**src/rtl/core/qmalu_pkg.sv**
```systemverilog
// ----------------------------------------------------------------------------
// qmalu_pkg
// Shared widths, instruction codes and status codes for the queue-machine ALU.
// ----------------------------------------------------------------------------
package qmalu_pkg;

  localparam int WORD_W  = 16;
  localparam int OP_W    = 3;
  localparam int FILL_W  = 11;
  localparam int STAT_W  = 2;
  localparam int DCNT_W  = $clog2(WORD_W + 1);

  typedef logic [WORD_W-1:0] word_t;
  typedef logic [OP_W-1:0]   op_t;
  typedef logic [FILL_W-1:0] fill_t;
  typedef logic [STAT_W-1:0] stat_t;

  localparam op_t OP_PUSH = 3'd0;
  localparam op_t OP_ADD  = 3'd1;
  localparam op_t OP_SUB  = 3'd2;
  localparam op_t OP_MUL  = 3'd3;
  localparam op_t OP_DIV  = 3'd4;
  localparam op_t OP_MOD  = 3'd5;

  localparam stat_t ST_OK    = 2'd0;
  localparam stat_t ST_UNDER = 2'd1;
  localparam stat_t ST_OVER  = 2'd2;

endpackage

```
**src/rtl/core/qmalu_divider.sv**
```systemverilog
// ----------------------------------------------------------------------------
// qmalu_divider
// Restoring divider, one quotient bit per cycle; done pulses for one cycle.
// ----------------------------------------------------------------------------
module qmalu_divider (
  input  logic             clk,
  input  logic             rst_n,
  input  logic             start,
  input  qmalu_pkg::word_t dividend,
  input  qmalu_pkg::word_t divisor,
  output logic             done,
  output qmalu_pkg::word_t quotient,
  output qmalu_pkg::word_t remainder
);
  import qmalu_pkg::*;

  word_t             rem_r, rem_nxt;
  word_t             quo_r, quo_nxt;
  word_t             dsr_r, dsr_nxt;
  logic [DCNT_W-1:0] cnt_r, cnt_nxt;
  logic              run_r, run_nxt;
  logic              done_r, done_nxt;
  logic [WORD_W:0]   shifted;
  logic [WORD_W:0]   trial;

  always_comb begin
    rem_nxt  = rem_r;
    quo_nxt  = quo_r;
    dsr_nxt  = dsr_r;
    cnt_nxt  = cnt_r;
    run_nxt  = run_r;
    done_nxt = 1'b0;
    shifted  = {rem_r, quo_r[WORD_W-1]};
    trial    = shifted - {1'b0, dsr_r};
    if (start) begin
      rem_nxt = '0;
      quo_nxt = dividend;
      dsr_nxt = divisor;
      cnt_nxt = DCNT_W'(WORD_W);
      run_nxt = 1'b1;
    end else if (run_r) begin
      // take one quotient bit; restore when the trial goes negative
      if (trial[WORD_W]) begin
        rem_nxt = shifted[WORD_W-1:0];
        quo_nxt = {quo_r[WORD_W-2:0], 1'b0};
      end else begin
        rem_nxt = trial[WORD_W-1:0];
        quo_nxt = {quo_r[WORD_W-2:0], 1'b1};
      end
      cnt_nxt = cnt_r - DCNT_W'(1);
      if (cnt_r == DCNT_W'(1)) begin
        run_nxt  = 1'b0;
        done_nxt = 1'b1;
      end
    end
  end

  always_ff @(posedge clk) begin
    if (!rst_n) begin
      run_r  <= 1'b0;
      done_r <= 1'b0;
      cnt_r  <= '0;
    end else begin
      run_r  <= run_nxt;
      done_r <= done_nxt;
      cnt_r  <= cnt_nxt;
    end
  end

  always_ff @(posedge clk) begin
    rem_r <= rem_nxt;
    quo_r <= quo_nxt;
    dsr_r <= dsr_nxt;
  end

  assign done      = done_r;
  assign quotient  = quo_r;
  assign remainder = rem_r;

endmodule

```
**config.mk**
```make
export PLATFORM = sky130hd
export DESIGN_NAME = qmalu_divider
export DESIGN_NICKNAME = d
export VERILOG_FILES = /design/src/rtl/core/qmalu_pkg.sv /design/src/rtl/core/qmalu_divider.sv
export SDC_FILE = /design/constraint.sdc
export NUM_CORES = 1
export LEC_CHECK = 0
export ABC_AREA = 0
export BUFFER_PORTS_ARGS = -buffer_cell sky130_fd_sc_hd__buf_2
export CORE_AREA = 4 4 73 88
export CTS_BUF_LIST = sky130_fd_sc_hd__clkbuf_8
export CTS_CLUSTER_DIAMETER = 50
export DETAILED_ROUTE_END_ITERATION = 8
export DIE_AREA = 0 0 77 92
export PLACE_DENSITY = 0.79
export SLEW_MARGIN = 20
export SYNTH_ARGS = -nofsm -noshare
export SYNTH_HDL_FRONTEND = slang
export SYNTH_SLANG_ARGS = --single-unit
```
**constraint.sdc**
```tcl
create_clock -name clk -period 2.73 [get_ports clk]
set_input_delay 0.4095 -clock clk [delete_from_list [all_inputs] [get_ports clk]]
set_output_delay 0.4095 -clock clk [all_outputs]
set_load 0.02 [all_outputs]
```
==> results of run 1 <==
==> registers in the layout (all words and copies together), names as in the netlist <==
register and flops:
done 1, remainder 16, cnt_r 5, run_r 1, dsr_r 16, quotient 16
==> cells in the final DEF, fill, tap and decap left out, types with 2 or more instances in the layout <==
cell type and instances:
sky130_fd_sc_hd__buf_2 67, sky130_fd_sc_hd__edfxtp_1 32, sky130_fd_sc_hd__inv_1 26, sky130_fd_sc_hd__nand2_1 26
sky130_fd_sc_hd__dfxtp_1 23, sky130_fd_sc_hd__nor2_1 22, sky130_fd_sc_hd__ha_1 18, sky130_fd_sc_hd__mux2_2 16
sky130_fd_sc_hd__a21oi_1 16, sky130_fd_sc_hd__o21ai_0 11, sky130_fd_sc_hd__mux2i_1 11, sky130_fd_sc_hd__xnor2_1 9
sky130_fd_sc_hd__a211oi_1 8, sky130_fd_sc_hd__o211ai_1 6, sky130_fd_sc_hd__xor2_1 6, sky130_fd_sc_hd__nor2b_1 5
sky130_fd_sc_hd__nor3_1 5, sky130_fd_sc_hd__clkbuf_8 5, sky130_fd_sc_hd__buf_4 5, sky130_fd_sc_hd__nand3_1 4
sky130_fd_sc_hd__nand2b_1 4, sky130_fd_sc_hd__a21o_1 3, sky130_fd_sc_hd__o21a_1 3, sky130_fd_sc_hd__a311oi_1 3
sky130_fd_sc_hd__o2111ai_1 2, sky130_fd_sc_hd__nand4_1 2, sky130_fd_sc_hd__or3_1 2, sky130_fd_sc_hd__a22o_1 2
==> cells by family (layout without fill, tap and decap cells) <==
kind of cell | after synthesis | after routing
adder cells (fa/ha/maj) | 19 | 19
multiplexers | 28 | 28
flip-flops | 55 | 55
XOR/XNOR | 15 | 15
buffers and inverters | 34 | 106
AO/OA/AOI/OAI | 62 | 62
AND/OR/NAND/NOR | 77 | 78
==> what timing repair did <==
item / 4_1_cts / 5_1_grt
setup buffers: 0 / 3
resized for setup: 0 / 2
endpoints found under the setup margin: 0 / 17
==> routing by layer <==
layer / up-vias / wire (microns) / share of wire (%) / track usage (%)
li1: 1189 / - / - / -
met1: 1129 / 2640 / 41 / 20.5
met2: 80 / 3290 / 51 / 33.5
met3: 11 / 403 / 6.2 / 4.81
met4: 0 / 146 / 2.3 / 9.05
met5: - / 0 / 0 / 0
==> per-stage QoR <==
step | worst slack (ns) | util [%] | cell area, sq um | setup TNS, ns
after floorplan | 0.179 | - | 3050 | 0
after global placement | 0.171 | 61.3 | 3430 | 0
after detailed placement | 0.0856 | 61.3 | 3430 | 0
after CTS | 0.0403 | 63.2 | 3540 | 0
after global routing | -0.00337 | 64.1 | 3580 | -0.00337
final | 0.177 | 64.1 | 3580 | 0
==> how the worst max path moves through the flow <==
| stage | endpoint | slack [ns] | depth (start not counted) |
|---|---|---|---|
| 5_1_grt | remainder[10] | -0.003 | 10 |
| 6_report | remainder[15] | 0.18 | 10 |
| 3_5_place_dp | remainder[6] | 0.09 | 10 |
| 4_1_cts | remainder[5] | 0.04 | 10 |
| 3_3_place_gp | remainder[14] | 0.17 | 10 |
| 2_1_floorplan | quotient[0] | 0.18 | 10 |
==> critical path, cell delays in order (launching register included) <==
cell and delay (ns):
sky130_fd_sc_hd__edfxtp_1 0.35, sky130_fd_sc_hd__inv_1 0.06, sky130_fd_sc_hd__ha_1 0.22, sky130_fd_sc_hd__fa_1 0.41, sky130_fd_sc_hd__nand2b_1 0.19, sky130_fd_sc_hd__a21oi_2 0.18, sky130_fd_sc_hd__o211ai_1 0.15, sky130_fd_sc_hd__mux2_4 0.31
sky130_fd_sc_hd__nand2_4 0.14, sky130_fd_sc_hd__or3_1 0.37, sky130_fd_sc_hd__o211ai_1 0.09
==> layout make-up <==
| cell class | count | area, sq um | area share, % |
|---|---|---|---|
| inverter | 26 | 97.6 | 2.72 |
| sequential | 55 | 1420 | 39.7 |
| timing repair buffer | 72 | 373 | 10.4 |
| clock inverter | 3 | 38.8 | 1.08 |
| tap | 64 | 80.1 | 2.23 |
| multi-input combinational | 202 | 1510 | 42.0 |
| clock buffer | 5 | 68.8 | 1.92 |
==> where the power goes <==
part / total [mW] / switching (mW) / internal [mW]
Combinational: 0.488 / 0.282 / 0.205
Sequential: 0.991 / 0.0397 / 0.952
Clock: 0.532 / 0.263 / 0.269
Total: 2.01 / 0.585 / 1.43
==> parameters.txt, run 1 <==
Parameter                              Value

Critical path
  Peak fanout along the critical path ... 10
  Sort of element at the start of the critical path ... flop
  Reg2Reg Depth ... 10
  Data arrival time of the worst path ... 2.78 ns
  Endpoint of the lowest-slack register-to-register path ... remainder[15]
  Type of the worst setup path ... flop to flop
  Reg-to-reg critical path startpoint ... quotient[15]
  Setup slack, reg-to-reg ... about 0.18 ns
  CP required ... slightly below 3 ns
  Critical path launch point ... quotient[15]
  Kind of capture point of the worst setup path ... flop

Pwr
  Power density over cell area ... between 500 and 600 mW/mm^2
  Lkg Pwr ... 1.56 nW
  Total Power ... between 2 and 2.5 mW
  Peak ir drop on the vdd network ... 486 uV

Timing
  Actual slew at the worst max-slew pin ... 0.679 ns
  Max_slew headroom ... between 50% and 60%
  Final Cycle Share ... between 90% and 100%
  Final Hold Violating Endpoints ... 0
  Clock Skew ... about 0.006 ns
  Final setup violating endpoints ... 0
  Final max-slew violation count ... 0
  F_max ... about 0.39 GHz
  Minimum hold slack ... between 0.2 and 0.3 ns
  Final min period ... about 2.6 ns

Synthesis
  Synthesis-stage register bit count ... 55
  Share of the synthesized area in compound gates (AO/OA/AOI/OAI) ... between 10 and 15%
  Post-synthesis cell type count ... between 40 and 50
  Leading cell type by number of instances after synthesis ... sky130_fd_sc_hd__edfxtp_1
  Post-synthesis instance area ... roughly 0.0031 sq mm
  Area share of the leading cell type in the synthesized netlist ... around a third
  Multiplexer share of the synthesized area ... around 10%
  Share of async-settable or async-resettable flops after synthesis ... 0%
  Post-synthesis cell type with the largest combined area ... sky130_fd_sc_hd__edfxtp_1
  Number of nets in the synthesized netlist ... 344
  Leading cell types by count after synthesis ... sky130_fd_sc_hd__edfxtp_1 (32), sky130_fd_sc_hd__inv_1 (26), sky130_fd_sc_hd__nand2_1 (26)
  Flip-flop cell with the highest count after synthesis ... sky130_fd_sc_hd__edfxtp_1
  Simple-gate area share of the yosys netlist ... approximately an eighth
  Post-synthesis cell count ... a little under 300
  Largest family of logic cells by synthesized area ... compound AO/OA/AOI/OAI gates
  Synthesized area per cell ... about 11 sq um
  Sequential share of the synthesized area ... between 40 and 50%
  Post-synthesis xor/xnor area fraction ... under 10%
  Number of flops mapped to enable cells by yosys ... 32
  Number of synthesis warnings ... 0
  Post-synthesis share of cell area spent on full adders, half adders and majority gates ... about 8%
  Top cells by area, synth ... sky130_fd_sc_hd__edfxtp_1 (31%), sky130_fd_sc_hd__dfxtp_1 (15%), sky130_fd_sc_hd__ha_1 (7.4%)

Finish
  Proportion of layout cells with a drive suffix above 1 ... around 28%
  Fillers ... roughly 460
  Count of placed standard cells in the final layout, fillers left out ... about 430
  Area overhead of the layout relative to synthesis ... 17.4%
  Number of antenna repair diodes ... 0
  Number of nets in the final layout ... between 400 and 500

Place
  Count of buffers inserted at the top-level ports ... 67
  RD Place Congestion ... between 0.8 and 0.9
  Number of instances in the placed design ... between 400 and 500
  DPL Wire Length ... about 4800 microns

Detailed routing
  Vias after detailed routing ... roughly 2.4k
  TritonRoute pass-1 iters ... 4
  Detail-routed via count per cell ... ~5.6
  Initial DRC count ... 94
  Number of design rule violations left after detail routing ... 0
  WL per Instance ... 15.2 microns
  Number of antenna-violating nets in the routed design ... 0
  Final wirelength ... around 6500 microns

Clock network
  H-tree depth reported by CTS ... 2
  CTS tree ... done
  CTS sink count ... 55
  TritonCTS buffer count ... 5
  Insertion delay of the later-clocked pin in the worst-skew pair ... roughly 0.31 ns
  Register clock-pin slew on the reported worst setup and hold paths ... about 0.10 ns
  Clock tree root buffer cell ... sky130_fd_sc_hd__clkbuf_8
  Number of buffers added to fix hold violations after cts ... 0
  Clock tree buffer depth ... 2

Floorplan
  Die H ... 92 microns
  Die X-Extent ... ~77 microns
  Ports ... 68
  Initial core utilization ... between 50% and 60%
  Overall die area ... ~0.0071 sq mm
  Row count ... 30
  Core Region ... 0.00559 sq mm

Hold path
  End point of the most critical hold path ... dsr_r[4]
  Worst min path class ... input port to flop
  Number of cells on the worst hold path ... 1
  Hold wc startpoint ... divisor[4]

Global route
  Largest net degree at the start of global routing ... 36
  Congestion Overflow GR ... 0
  Global Route Usage Sum ... between 10% and 20%
  First-pass GRT wire length ... around 11,000 microns
  Vias in the first global route ... 2,442
  Initial antenna violation count ... 0

Run status
  Result of the run ... complete, no violations

Job
  Max_cap viols ... 0
(Power assumes the default switching activity.)
==> run 2: changes to the inputs <==
--- a/config.mk
+++ b/config.mk
@@ -5,14 +5,14 @@
 export SDC_FILE = /design/constraint.sdc
 export NUM_CORES = 1
 export LEC_CHECK = 0
-export ABC_AREA = 0
+export ABC_AREA = 1
 export BUFFER_PORTS_ARGS = -buffer_cell sky130_fd_sc_hd__buf_2
-export CORE_AREA = 4 4 73 88
+export CORE_AREA = 4 4 76 92
 export CTS_BUF_LIST = sky130_fd_sc_hd__clkbuf_8
 export CTS_CLUSTER_DIAMETER = 50
 export DETAILED_ROUTE_END_ITERATION = 8
-export DIE_AREA = 0 0 77 92
-export PLACE_DENSITY = 0.79
+export DIE_AREA = 0 0 80 96
+export PLACE_DENSITY = 0.8
 export SLEW_MARGIN = 20
 export SYNTH_ARGS = -nofsm -noshare
 export SYNTH_HDL_FRONTEND = slang
==> run 2 against run 1 <==
Synthesized area is 12% higher. Combinational power decreased by 39%. Register-to-register slack better by 0.25 ns. Sequential power down 2.8%. Via count up 24%. Global-route usage grew 2.4 points. Clock power barely moved. Non-clock buffer count decreased by 3. Critical path depth up 5. Largest cell class unchanged. Highest routed layer unchanged.
==> parameters.txt, run 2 <==
Parameter                              Value

Run status
  Result of the run ... complete, no violations

Synthesis
  Leading cell types by count after synthesis ... sky130_fd_sc_hd__nand2_1 (175), sky130_fd_sc_hd__inv_1 (85), sky130_fd_sc_hd__edfxtp_1 (32)
  Number of synthesis warnings ... 0
  Flip-flop cell with the highest count after synthesis ... sky130_fd_sc_hd__edfxtp_1
  Post-synthesis cell count ... around 470
  Synthesized area per cell ... between 7 and 8 sq um
  Number of flops mapped to enable cells by yosys ... 32
  Post-synthesis instance area ... 0.00340 sq mm
  Post-synthesis cell type with the largest combined area ... sky130_fd_sc_hd__edfxtp_1
  Area share of the leading cell type in the synthesized netlist ... approximately 28%
  Post-synthesis cell type count ... 34
  Share of async-settable or async-resettable flops after synthesis ... 0%
  Leading cell type by number of instances after synthesis ... sky130_fd_sc_hd__nand2_1
  Synthesis-stage register bit count ... 55
  Sequential share of the synthesized area ... 41.7%
  Number of nets in the synthesized netlist ... between 500 and 600
  Top cells by area, synth ... sky130_fd_sc_hd__edfxtp_1 (28%), sky130_fd_sc_hd__nand2_1 (19%), sky130_fd_sc_hd__dfxtp_1 (14%)

Finish
  Area overhead of the layout relative to synthesis ... 14.9%
  Final core utilization ... around 65%
  Number of nets in the final layout ... around 590
  Most common library cell in the layout ignoring fill and taps ... sky130_fd_sc_hd__nand2_1
  Count of placed standard cells in the final layout, fillers left out ... 616
  Number of antenna repair diodes ... 0
  Leading cell types in the layout, fill and taps excluded ... sky130_fd_sc_hd__nand2_1 (175), sky130_fd_sc_hd__inv_1 (87), sky130_fd_sc_hd__buf_2 (67)
  Proportion of layout cells with a drive suffix above 1 ... roughly a fifth

Critical path
  Peak fanout along the critical path ... 13
  Reg-to-reg critical path startpoint ... quotient[15]
  Data arrival time of the worst path ... roughly 2.5 ns
  Type of the worst setup path ... flop to flop
  Setup slack, reg-to-reg ... approximately 0.43 ns
  Reg2Reg Depth ... 15
  CP required ... slightly below 3 ns
  Kind of capture point of the worst setup path ... flop
  Endpoint of the lowest-slack register-to-register path ... remainder[2]
  Sort of element at the start of the critical path ... flop

Clock network
  CTS tree ... done
  Clock tree buffer depth ... 2
  H-tree depth reported by CTS ... 2
  Clock tree root buffer cell ... sky130_fd_sc_hd__clkbuf_8
  Register clock-pin slew on the reported worst setup and hold paths ... 0.10 ns
  Insertion delay of the later-clocked pin in the worst-skew pair ... approximately 0.31 ns
  TritonCTS buffer count ... 5
  CTS sink count ... 55
  Cts repair resizes ... 0
  Number of buffers added to fix hold violations after cts ... 0
  Buffers inserted during post-CTS setup optimization ... 0

Timing
  Final min period ... about 2.3 ns
  Final setup violating endpoints ... 0
  Final Hold Violating Endpoints ... 0
  Final max-slew violation count ... 0
  Minimum hold slack ... 0.266 ns
  Setup repair after global routing missed its margin ... false
  Clock Skew ... between 0.007 and 0.008 ns
  Max_slew headroom ... roughly half
  Sum of negative setup slack ... 0 ns
  Actual slew at the worst max-slew pin ... between 0.7 and 0.8 ns
  Final Cycle Share ... 84.4%
  F_max ... approximately 0.43 GHz

Pwr
  Power density over cell area ... around 460 mW/mm^2
  Lkg Pwr ... 2.18 nW
  Peak ir drop on the vdd network ... 383 uV
  Total Power ... around 1.8 mW

Detailed routing
  TritonRoute pass-1 iters ... 4
  Detail-routed via count per cell ... ~4.9
  Number of antenna-violating nets in the routed design ... 0
  WL per Instance ... ~12 microns
  Final wirelength ... about 7500 microns
  Number of design rule violations left after detail routing ... 0
  Vias after detailed routing ... between 2k and 3k
  Initial DRC count ... ~120

Hold path
  Number of cells on the worst hold path ... 1
  Worst min path class ... input port to flop
  Hold wc startpoint ... divisor[5]
  End point of the most critical hold path ... dsr_r[5]

Floorplan
  Core Region ... 0.00605 sq mm
  Die X-Extent ... around 80 microns
  Initial core utilization ... 56.3%
  Die H ... between 90 and 100 microns
  Ports ... 68
  Row count ... 31
  Overall die area ... 0.00768 sq mm

Global route
  Global Route Usage Sum ... approximately a fifth
  Congestion Overflow GR ... 0
  First-pass GRT wire length ... approximately 13,000 microns
  Vias in the first global route ... between 2k and 3k
  Largest net degree at the start of global routing ... 25
  Initial antenna violation count ... 0

Job
  Max_cap viols ... 0

Place
  Number of instances in the placed design ... around 610
  RD Place Congestion ... ~0.88
  Count of buffers inserted at the top-level ports ... 67
  DPL Wire Length ... ~5800 microns
run 2: worst max-delay path: stages (launching register included):
cell and delay, ns:
sky130_fd_sc_hd__edfxtp_1 0.35, sky130_fd_sc_hd__inv_1 0.06, sky130_fd_sc_hd__ha_1 0.22, sky130_fd_sc_hd__fa_1 0.40, sky130_fd_sc_hd__inv_1 0.07, sky130_fd_sc_hd__nand2_1 0.04, sky130_fd_sc_hd__nand2_1 0.11, sky130_fd_sc_hd__nand3_2 0.08
sky130_fd_sc_hd__nand2_2 0.09, sky130_fd_sc_hd__nand2_2 0.07, sky130_fd_sc_hd__nand2_2 0.07, sky130_fd_sc_hd__nand2_2 0.07, sky130_fd_sc_hd__nand2_2 0.32, sky130_fd_sc_hd__nand2_1 0.09, sky130_fd_sc_hd__nand3_1 0.09, sky130_fd_sc_hd__nand2_1 0.06
run 2: per-stage QoR:
stage	instance area, sq um	worst slack (ns)
4_1_cts	3910	0.424
2_1_floorplan	3400	0.471
3_5_place_dp	3800	0.438
3_3_place_gp	3800	0.507
5_1_grt	3910	0.223
6_report	3910	0.426
run 2: cell type report:
| cell class | instances | area [sq um] |
|---|---|---|
| Clock buffer | 5 | 68.8 |
| Clock inverter | 3 | 37.5 |
| Fill cell | 558 | 2140 |
| Inverter | 90 | 338 |
| Multi-Input combinational cell | 312 | 1590 |
| Sequential cell | 55 | 1420 |
| Tap cell | 82 | 103 |
| Timing Repair Buffer | 69 | 350 |
run 2: cells by family after synthesis:
| kind of cell | synth area share [%] |
|---|---|
| XOR/XNOR | 2.57 |
| flip-flops | 41.7 |
| buffers and inverters | 11.5 |
| AND/OR/NAND/NOR | 34.2 |
| AO/OA/AOI/OAI | 2.83 |
| adder cells (fa/ha/maj) | 7.20 |
run 2: worst max-delay path by stage:
stage                  from            to  slack (ns)
2_1_floorplan  quotient[15]   quotient[0]        0.47
3_3_place_gp   quotient[15]  remainder[2]        0.51
3_5_place_dp   quotient[15]  remainder[2]        0.44
4_1_cts        quotient[15]  remainder[2]        0.42
5_1_grt        quotient[15]  remainder[2]        0.22
6_report       quotient[15]  remainder[2]        0.43
run 2: where the power goes:
part           switching (mW)  leakage, nW  internal [mW]
combinational           0.192         1.61          0.104
sequential             0.0260        0.508          0.937
clock                   0.263       0.0607          0.268
run 2: per-layer routing:
| layer | track usage [%] | wire (microns) | up-vias |
|---|---|---|---|
| met4 | 10.1 | 166 | 0 |
| met2 | 38.5 | 3890 | 86 |
| met3 | 3.18 | 382 | 14 |
| met5 | 0 | 0 | - |
| met1 | 23.9 | 3020 | 1336 |
| li1 | - | - | 1554 |
